[src/rtl/core/rmc_pkg.sv]
// shared types, codes and sizes of the running mean and covariance block
package rmc_pkg;

  localparam int MAX_DIM      = 7;
  localparam int DEF_DIM      = 7;
  localparam int DEF_SMP_BITS = 32;
  localparam int IDX_W        = 3;
  localparam int ADDR_W       = 6;
  localparam int SMP_W        = 32;
  localparam int VAL_W        = 64;
  localparam int CNT_W        = 32;

  localparam logic [1:0] CMD_ADD   = 2'd0;
  localparam logic [1:0] CMD_READ  = 2'd1;
  localparam logic [1:0] CMD_CLEAR = 2'd2;

  // operand selection of the shared multiplier and divider
  localparam logic [1:0] OP_TERM  = 2'd0;
  localparam logic [1:0] OP_SCALE = 2'd1;
  localparam logic [1:0] OP_MEAN  = 2'd2;

  localparam logic KIND_MEAN = 1'b0;
  localparam logic KIND_COV  = 1'b1;

  typedef struct packed {
    logic              cap;
    logic              cnt_inc;
    logic              clr;
    logic              dlt_wr;
    logic              ld_di;
    logic              ld_dj;
    logic              cov_rd;
    logic              cov_wr;
    logic              mul_go;
    logic              div_go;
    logic [1:0]        op_sel;
    logic              term_sv;
    logic              mean_wr;
    logic              out_ld;
    logic              out_kind;
    logic              out_last;
    logic [IDX_W-1:0]  didx;
    logic [IDX_W-1:0]  row;
    logic [IDX_W-1:0]  col;
    logic [ADDR_W-1:0] addr;
  } dp_cmd_t;

  typedef struct packed {
    logic n_gt1;
    logic mul_done;
    logic div_done;
    logic out_full;
  } dp_sts_t;

endpackage

[src/rtl/core/rmc_ctrl.sv]
// sequencer for add, read and clear transactions
module rmc_ctrl #(
  parameter int DIM = rmc_pkg::DEF_DIM
) (
  input  logic             clk,
  input  logic             rst_n,
  input  logic             in_valid,
  input  logic [1:0]       in_cmd,
  output logic             in_ready,
  input  rmc_pkg::dp_sts_t sts,
  output rmc_pkg::dp_cmd_t cmd
);

  localparam logic [4:0] S_IDLE = 5'd0;
  localparam logic [4:0] S_DLT  = 5'd1;
  localparam logic [4:0] S_CLDI = 5'd2;
  localparam logic [4:0] S_CLDJ = 5'd3;
  localparam logic [4:0] S_M1G  = 5'd4;
  localparam logic [4:0] S_M1W  = 5'd5;
  localparam logic [4:0] S_D1G  = 5'd6;
  localparam logic [4:0] S_D1W  = 5'd7;
  localparam logic [4:0] S_M2G  = 5'd8;
  localparam logic [4:0] S_M2W  = 5'd9;
  localparam logic [4:0] S_D2G  = 5'd10;
  localparam logic [4:0] S_D2W  = 5'd11;
  localparam logic [4:0] S_CWR  = 5'd12;
  localparam logic [4:0] S_MLD  = 5'd13;
  localparam logic [4:0] S_MDG  = 5'd14;
  localparam logic [4:0] S_MDW  = 5'd15;
  localparam logic [4:0] S_MWR  = 5'd16;
  localparam logic [4:0] S_RMN  = 5'd17;
  localparam logic [4:0] S_RCR  = 5'd18;
  localparam logic [4:0] S_RCO  = 5'd19;

  localparam logic [rmc_pkg::IDX_W-1:0]  LAST_IDX = rmc_pkg::IDX_W'(DIM - 1);
  localparam logic [rmc_pkg::ADDR_W-1:0] LAST_E   = rmc_pkg::ADDR_W'(DIM * DIM - 1);

  logic [4:0]                  state_r, state_nxt;
  logic [rmc_pkg::IDX_W-1:0]   row_r, row_nxt, col_r, col_nxt;
  logic [rmc_pkg::ADDR_W-1:0]  e_r, e_nxt;
  logic                        acc;

  assign in_ready = (state_r == S_IDLE);
  assign acc      = in_valid && in_ready;

  always_ff @(posedge clk) begin
    if (!rst_n) begin
      state_r <= S_IDLE;
      row_r   <= '0;
      col_r   <= '0;
      e_r     <= '0;
    end else begin
      state_r <= state_nxt;
      row_r   <= row_nxt;
      col_r   <= col_nxt;
      e_r     <= e_nxt;
    end
  end

  always_comb begin
    state_nxt = state_r;
    row_nxt   = row_r;
    col_nxt   = col_r;
    e_nxt     = e_r;
    cmd       = '0;
    cmd.row   = row_r;
    cmd.col   = col_r;
    cmd.addr  = e_r;
    cmd.didx  = row_r;
    unique case (state_r)
      S_IDLE: begin
        if (acc) begin
          cmd.cap = 1'b1;
          row_nxt = '0;
          col_nxt = '0;
          e_nxt   = '0;
          priority if (in_cmd == rmc_pkg::CMD_ADD) begin
            cmd.cnt_inc = 1'b1;
            state_nxt   = S_DLT;
          end else if (in_cmd == rmc_pkg::CMD_READ) begin
            state_nxt = S_RMN;
          end else if (in_cmd == rmc_pkg::CMD_CLEAR) begin
            cmd.clr = 1'b1;
          end else begin
            // unused command is dropped
            state_nxt = S_IDLE;
          end
        end
      end
      S_DLT: begin
        cmd.dlt_wr = 1'b1;
        if (row_r == LAST_IDX) begin
          row_nxt   = '0;
          state_nxt = sts.n_gt1 ? S_CLDI : S_MLD;
        end else begin
          row_nxt = row_r + 1'b1;
        end
      end
      S_CLDI: begin
        cmd.ld_di  = 1'b1;
        cmd.cov_rd = 1'b1;
        state_nxt  = S_CLDJ;
      end
      S_CLDJ: begin
        cmd.ld_dj = 1'b1;
        cmd.didx  = col_r;
        state_nxt = S_M1G;
      end
      S_M1G: begin
        cmd.mul_go = 1'b1;
        cmd.op_sel = rmc_pkg::OP_TERM;
        state_nxt  = S_M1W;
      end
      S_M1W: if (sts.mul_done) state_nxt = S_D1G;
      S_D1G: begin
        cmd.div_go = 1'b1;
        cmd.op_sel = rmc_pkg::OP_TERM;
        state_nxt  = S_D1W;
      end
      S_D1W: if (sts.div_done) state_nxt = S_M2G;
      S_M2G: begin
        cmd.term_sv = 1'b1;
        cmd.mul_go  = 1'b1;
        cmd.op_sel  = rmc_pkg::OP_SCALE;
        state_nxt   = S_M2W;
      end
      S_M2W: if (sts.mul_done) state_nxt = S_D2G;
      S_D2G: begin
        cmd.div_go = 1'b1;
        cmd.op_sel = rmc_pkg::OP_SCALE;
        state_nxt  = S_D2W;
      end
      S_D2W: if (sts.div_done) state_nxt = S_CWR;
      S_CWR: begin
        cmd.cov_wr = 1'b1;
        e_nxt      = e_r + 1'b1;
        if (col_r == LAST_IDX) begin
          col_nxt = '0;
          if (row_r == LAST_IDX) begin
            row_nxt   = '0;
            state_nxt = S_MLD;
          end else begin
            row_nxt   = row_r + 1'b1;
            state_nxt = S_CLDI;
          end
        end else begin
          col_nxt   = col_r + 1'b1;
          state_nxt = S_CLDI;
        end
      end
      S_MLD: begin
        cmd.ld_di = 1'b1;
        state_nxt = S_MDG;
      end
      S_MDG: begin
        cmd.div_go = 1'b1;
        cmd.op_sel = rmc_pkg::OP_MEAN;
        state_nxt  = S_MDW;
      end
      S_MDW: if (sts.div_done) state_nxt = S_MWR;
      S_MWR: begin
        cmd.mean_wr = 1'b1;
        if (row_r == LAST_IDX) begin
          row_nxt   = '0;
          state_nxt = S_IDLE;
        end else begin
          row_nxt   = row_r + 1'b1;
          state_nxt = S_MLD;
        end
      end
      S_RMN: begin
        if (!sts.out_full) begin
          cmd.out_ld   = 1'b1;
          cmd.out_kind = rmc_pkg::KIND_MEAN;
          cmd.col      = '0;
          if (row_r == LAST_IDX) begin
            row_nxt   = '0;
            state_nxt = S_RCR;
          end else begin
            row_nxt = row_r + 1'b1;
          end
        end
      end
      S_RCR: begin
        cmd.cov_rd = 1'b1;
        state_nxt  = S_RCO;
      end
      S_RCO: begin
        if (!sts.out_full) begin
          cmd.out_ld   = 1'b1;
          cmd.out_kind = rmc_pkg::KIND_COV;
          cmd.out_last = (e_r == LAST_E);
          e_nxt        = e_r + 1'b1;
          if (col_r == LAST_IDX) begin
            col_nxt = '0;
            row_nxt = row_r + 1'b1;
          end else begin
            col_nxt = col_r + 1'b1;
          end
          state_nxt = (e_r == LAST_E) ? S_IDLE : S_RCR;
        end
      end
      default: state_nxt = S_IDLE;
    endcase
  end

endmodule

[config.mk]
export PLATFORM = sky130hd
export DESIGN_NAME = rmc_ctrl
export DESIGN_NICKNAME = d
export VERILOG_FILES = /design/src/rtl/core/rmc_pkg.sv /design/src/rtl/core/rmc_ctrl.sv
export SDC_FILE = /design/constraint.sdc
export NUM_CORES = 1
export LEC_CHECK = 0
export BUFFER_PORTS_ARGS = -buffer_cell sky130_fd_sc_hd__buf_2
export CAP_MARGIN = 20
export CORE_MARGIN = 5
export CORE_UTILIZATION = 52
export CTS_CLUSTER_DIAMETER = 40
export DETAILED_ROUTE_END_ITERATION = 8
export PLACE_DENSITY = 0.79
export SETUP_SLACK_MARGIN = 0.05
export SLEW_MARGIN = 20
export SYNTH_ARGS = -nofsm -noshare
export SYNTH_HDL_FRONTEND = slang
export SYNTH_SLANG_ARGS = --single-unit
[constraint.sdc]
create_clock -name clk -period 2.4 [get_ports clk]
set_clock_uncertainty 0.2 [all_clocks]
set_input_delay 0.6 -clock clk [delete_from_list [all_inputs] [get_ports clk]]
set_output_delay 0.6 -clock clk [all_outputs]
set_load 0.05 [all_outputs]
==> run_results.csv, run 1 <==
group,metric,value,unit
outcome,status,"finished, violations left",
outcome,violations,"setup timing",
die,die_width,64.27,um
yosys,ys_seq_elements,17,
die,core,0.002781,mm^2
grt,antenna_found_initial,0,
die,fp.dieArea,0.004131,mm^2
drt,routed_wl,5671,um
layout,antenna-diode-count,0,
job,max_cap_violations,0,
yosys,postSynthCellCount,195,
placement,placed_cell_area,0.001933,mm^2
clock_network,cts_buffers,3,
yosys,synth_nets,208,
placement,numPortBuffers,41,
yosys,yosys.area.top_type,"dfxtp_1",
power,power_density,1129,mW/mm^2
setup_path,reg2reg_from,"state_r[1]",
yosys,synth.area.top_cells,"dfxtp_1, a21oi_1, nor2_1",
setup_path,cp_max_fo,3,
setup_path,startpoint,"state_r[2]",
drt,drt_pass1_iterations,4,
sta,fin_crit_sh,108.7,%
sta,worst_slew_pin_slew,0.4572,ns
setup_path,r2r_end,"state_r[0]",
yosys,yosys_most_used_dff,"dfxtp_1",
grt,grt_max_degree,27,
drt,drcViolationCount,0,
yosys,async_flop_share,0,%
drt,wl_per_cell,19.83,um
setup_path,cpPeakStageDelay,0.40,ns
clock_network,clk_pin_slew,0.12,ns
clock_network,root_buffer,"clkbuf_4",
clock_network,hold_buffers,0,
yosys,synth_area,0.001531,mm^2
yosys,ys_warn_count,0,
yosys,ys_seq_area_share,22.22,%
clock_network,cts_sinks,17,
sta,setup_violations,11,
sta,rsz0062_at_grt,"true",
setup_path,reg2reg_depth,7,
drt,vias_per_cell,6.503,
setup_path,startpoint_type,"flop",
clock_network,clk_latency,0.30,ns
yosys,avgSynthCellArea,7.854,um^2
setup_path,worstPathRequired,1.60,ns
layout,nNetsFinal,269,
setup_path,crit_path_top_delay_cell,"or3_4",
layout,syn_to_final_growth,54.08,%
setup_path,critPathKind,"reg -> out",
die,ioPinCount,42,
layout,n_fill_cell,151,
sta,fin_setup_tns,-1.241,ns
setup_path,crit_buf_inv,2,
layout,final_cell_mix,"buf_4, a21oi_1, buf_6, buf_2, nand2_1",
power,leakage,0.9154,nW
setup_path,arrival,1.81,ns
layout,postLayoutCellArea,0.002360,mm^2
die,die_h,64.27,um
sta,setup_ws,-0.2099,ns
yosys,synth-edff-count,0,
setup_path,path_depth,6,
layout,drive_gt1_share,50.20,%
grt,grt_pass1_vias,1686,
setup_path,cp-end-kind,"primary output",
setup_path,crit_chain,"or3_4, nor3_4, nand2_2, clkinvlp_4, and3_4, buf_8",
clock_network,tritoncts,"done",
drt,vias,1860,
layout,layout_commonest_cell,"buf_4",
sta,slew_headroom,69.12,%
clock_network,cts_max_level,1,
drt,first_iter_violations,205,
die,start_util,55.06,%
sta,fin_crit,2.610,ns
die,fp-row-count,19,
hold_path,hold_path.class,"reg -> reg",
setup_path,rrSetupSlack,0.13,ns
layout,fin_cells,286,
yosys,synth_top_cell_area_share,22.22,%
placement,dp.cells,267,
power,ir_drop,0.001130,V
clock_network,clockBufferDepth,2,
yosys,synth_cell_types,56,
grt,grt_pass1_wl,7734,um
grt,grt_util_all_layers,22.56,%
layout,final_util,84.84,%
placement,gp_congestion,0.8658,
sta,hold_viol_final,0,
power,power.total,0.002663,W
sta,max_freq,383.2,MHz
setup_path,crit_path_end,"cmd[29]",
placement,dp_hpwl,3330,um
setup_path,cp_top_family,"simple AND/OR/NAND/NOR gates",
sta,maxSlewViolCount,0,
grt,grt_overflow,0,
drt,antenna_left,0,
## Yosys cell counts, drive strengths merged, types with 2 or more instances
library cell and n:
nand4 2, and3 2, or3b 2, nor4b 3
o211ai 3, nand2b 8, nor4 4, a21oi 18
dfxtp 17, nor3 11, o2111ai 2, and2 2
nor2b 2, nand4b 2, or2 4, mux2 3
ha 4, or4 2, nor2 22, o21ai 5
nand3 5, or3 3, nand2 13, nor3b 2
a211oi 3, a41oi 2, xnor2 5, buf 10
a2bb2oi 2, clkbuf 4, nand3b 5, o22ai 2
inv 9, o221a 3
## where the power goes
group          switching (W)  leakage (nW)  internal (W)  total (W)
clock               0.000109        0.0177     0.0000621   0.000171
combinational        0.00122         0.757      0.000860    0.00208
sequential         0.0000729         0.141      0.000335   0.000408
## kinds of logic (layout without fill, tap and decap cells)
logic type / Yosys count / count (layout) / synth area share [%]
mux: 3 / 3 / 2.206
buf+inv: 23 / 83 / 8.332
simple gates: 96 / 96 / 37.42
xor+xnor: 5 / 5 / 3.350
compound gates: 47 / 47 / 23.20
fa+ha+maj: 4 / 4 / 3.268
flops: 17 / 17 / 22.22
## timing repair
item	CTS	global route
buffers inserted	5	9
setup endpoints to repair	22	22
pin swaps	5	6
cloned	0	1
resized for setup	46	35
## area by class of cell
type	instances	area, um^2	share of cell area (%)
multi-input cells	155	1261	53.45
flip-flops and latches	17	352.8	14.95
clock inverters	1	5.005	0.2121
well taps	31	38.79	1.644
repair buffers	70	638.1	27.04
inverters	9	41.29	1.750
clock buffers	3	22.52	0.9544
## metal layers
metal / share of wire, % / track usage, % / vias to the layer above / routed length, um
met5: 0 / 0 / - / 0
met4: 1.5 / 6.361 / 0 / 87
met3: 7.9 / 4.729 / 18 / 447
met2: 51 / 37.06 / 121 / 2899
met1: 39 / 29.66 / 883 / 2237
li1: - / - / 838 / -
## state kept, by name, summed over array words and instances, names as in the netlist
signal,cells
row_r,3
e_r,6
state_r,5
col_r,3
## worst min-delay path, cell delays in order (launching register included)
cell	delay, ns
dfxtp_2	0.36
nand2_1	0.06
a21oi_1	0.05
## through the flow
stage	hold WS (ns)	setup slack (ns)
4_1_cts	0.3005	-0.1345
2_1_floorplan	0.2878	-0.4364
3_3_place_gp	0.2670	0.07191
6_report	0.3031	-0.2099
3_5_place_dp	0.2836	0.04118
5_1_grt	0.3204	-0.2535
## how the worst min path moves through the flow
stage	start	to	cells after the start
after global routing	row_r[0]	row_r[0]	2
after detailed placement	row_r[0]	row_r[0]	2
after floorplan	col_r[1]	col_r[1]	2
after global placement	row_r[0]	row_r[0]	2
final	row_r[0]	row_r[0]	2
after CTS	row_r[0]	row_r[0]	2
No activity file was read; power rests on OpenSTA's default activity.
==> run 2: changes to the inputs <==
--- a/config.mk
+++ b/config.mk
@@ -8,10 +8,11 @@
 export BUFFER_PORTS_ARGS = -buffer_cell sky130_fd_sc_hd__buf_2
 export CAP_MARGIN = 20
 export CORE_MARGIN = 5
-export CORE_UTILIZATION = 52
+export CORE_UTILIZATION = 54
+export CTS_BUF_LIST = sky130_fd_sc_hd__clkbuf_4
 export CTS_CLUSTER_DIAMETER = 40
 export DETAILED_ROUTE_END_ITERATION = 8
-export PLACE_DENSITY = 0.79
+export PLACE_DENSITY = 0.82
 export SETUP_SLACK_MARGIN = 0.05
 export SLEW_MARGIN = 20
 export SYNTH_ARGS = -nofsm -noshare
==> run 2 against run 1 <==
Net effect:
- the run still ends with setup timing left
- critical path depth did not move
- clock power increased by 4%
- total power fell by 1.2%
- design area decreased by 0.79%
- setup slack barely moved
- first-iteration DRC count down 3.9%
- combinational power about the same
- routed wire length shrank 7.6%
- largest power group unchanged
==> run_results.csv, run 2 (synthesis gave the netlist of run 1 again) <==
group,metric,value,unit
layout,largest_registers,"e_r: 6 flops, state_r: 5 flops",
power,p_switching,0.001386,W
power,p_int,0.001246,W
sta,max_freq,383.1,MHz
drt,vias,1782,
drt,first_iter_violations,197,
layout,n_fill_cell,148,
clock_network,root_buffer,"clkbuf_4",
layout,top_register,"e_r",
layout,antenna-diode-count,0,
layout,largest_reg_flops,6,
die,start_util,56.02,%
layout,layout_commonest_cell,"buf_4",
power,clkPwrFrac,6.8,%
sta,maxSlewViolCount,0,
clock_network,clk_pin_slew,0.12,ns
outcome,violations,"setup timing",
power,switching_share,52.65,%
die,core,0.002734,mm^2
sta,rsz0062_at_grt,"true",
clock_network,cts_sinks,17,
layout,layout.area.seq,350.3,um^2
power,seqPwrFrac,15.1,%
sta,hold_viol_final,0,
power,ir_drop,0.001022,V
drt,drcViolationCount,0,
grt,grt_pass1_wl,8024,um
power,leakage,0.9145,nW
clock_network,cts_max_level,1,
setup_path,cp_max_fo,4,
drt,wl_per_cell,18.19,um
drt,drt_pass1_iterations,4,
setup_path,crit_path_top_delay_cell,"or3_4",
layout,drive_gt1_share,50.97,%
placement,gp_congestion,0.8735,
die,ioPinCount,42,
power,comb_power_share,78.2,%
hold_path,hold_path.class,"reg -> reg",
grt,grt_pass1_vias,1671,
setup_path,critPathKind,"reg -> out",
layout,final_util,85.63,%
sta,slew_headroom,70.25,%
die,fp-row-count,19,
die,fp.dieArea,0.004001,mm^2
setup_path,startpoint_type,"flop",
clock_network,cts_buffers,3,
grt,grt_max_degree,23,
grt,antenna_found_initial,0,
power,power_density,1124,mW/mm^2
layout,final_cell_mix,"buf_4, buf_6, a21oi_1, buf_2, nand2_1",
drt,vias_per_cell,6.188,
clock_network,tritoncts,"done",
die,die_h,63.26,um
setup_path,worstPathRequired,1.60,ns
layout,multi_input_area,0.001256,mm^2
clock_network,clk_latency,0.31,ns
drt,routed_wl,5240,um
sta,setup_violations,12,
layout,nNetsFinal,271,
placement,numPortBuffers,41,
grt,grt_overflow,0,
job,max_cap_violations,0,
setup_path,crit_chain,"or3_4, nor3_4, nand2_2, clkinvlp_4, and3_4, buf_8",
sta,fin_crit_sh,108.8,%
sta,fin_crit,2.610,ns
setup_path,arrival,1.81,ns
die,die_width,63.26,um
setup_path,cp-end-kind,"primary output",
clock_network,hold_buffers,0,
sta,worst_slew_pin_slew,0.4405,ns
outcome,status,"finished, violations left",
drt,antenna_left,0,
layout,syn_to_final_growth,52.86,%
placement,dp_hpwl,3334,um
setup_path,cpPeakStageDelay,0.41,ns
power,power.total,0.002632,W
grt,grt_util_all_layers,24.07,%
clock_network,clockBufferDepth,2,
setup_path,rrSetupSlack,0.07,ns
sta,setup_ws,-0.2103,ns
run 2: changes by cell type in the layout (fill, tap and decap cells not counted), sizes merged:
| cell | before | now |
|---|---|---|
| buf | 68 | 72 |
| clkbuf | 5 | 3 |
| clkinv | 1 | 0 |
| clkinvlp | 2 | 3 |
run 2: final cells by class:
| type | instances | share of cell area (%) |
|---|---|---|
| tap | 31 | 1.657 |
| timing repair buffer | 72 | 26.67 |
| multi-input combinational | 155 | 53.66 |
| inverter | 9 | 1.764 |
| clock buffer | 3 | 0.9621 |
| clock inverter | 1 | 0.3207 |
| sequential | 17 | 14.97 |
run 2: layer usage:
| layer | global-route usage (%) | part of all wire [%] |
|---|---|---|
| met1 | 31.03 | 40 |
| met2 | 40.90 | 51 |
| met3 | 3.908 | 7.3 |
| met4 | 7.273 | 1.8 |
| met5 | 0 | 0 |
run 2: timing repair:
action,CTS,global route
gates resized for setup,46,28
pin swaps,6,9
setup buffers,6,6
setup endpoints to repair,23,25
run 2: worst paths after layout:
check	startpoint	endpoint	cells after the start
max	state_r[2]	cmd[29]	6
min	row_r[0]	row_r[0]	2
max reg2reg	state_r[1]	state_r[2]	8
min reg2reg	row_r[0]	row_r[0]	2
run 2: power groups by stage:
stage | registers, W | logic [W] | clock network (W)
floorplan | 0.000380 | 0.00133 | 0
global placement | 0.000387 | 0.00165 | 0
detailed placement | 0.000389 | 0.00168 | 0
CTS | 0.000387 | 0.00183 | 0.000171
global route | 0.000404 | 0.00218 | 0.000195
finish | 0.000396 | 0.00206 | 0.000178
run 2: through the flow:
stage	instance area [um^2]	instances	hold WS, ns	worst slack [ns]	TNS (ns)
3_5_place_dp	1971	272	0.2852	0.01647	0
6_report	2341	288	0.3039	-0.2103	-1.253
3_3_place_gp	1971	272	0.2760	0.06498	0
4_1_cts	2188	282	0.3019	-0.1355	-0.7830
2_1_floorplan	1673	195	0.2878	-0.4364	-0.8699
5_1_grt	2341	288	0.3288	-0.2700	-1.982
run 2: critical path, delay by kind of cell, from the launching register on:
| family | cells | cell delay, ns |
|---|---|---|
| and+or+nand+nor | 4 | 0.89 |
| buffers and inverters | 2 | 0.25 |
| DFF | 1 | 0.37 |
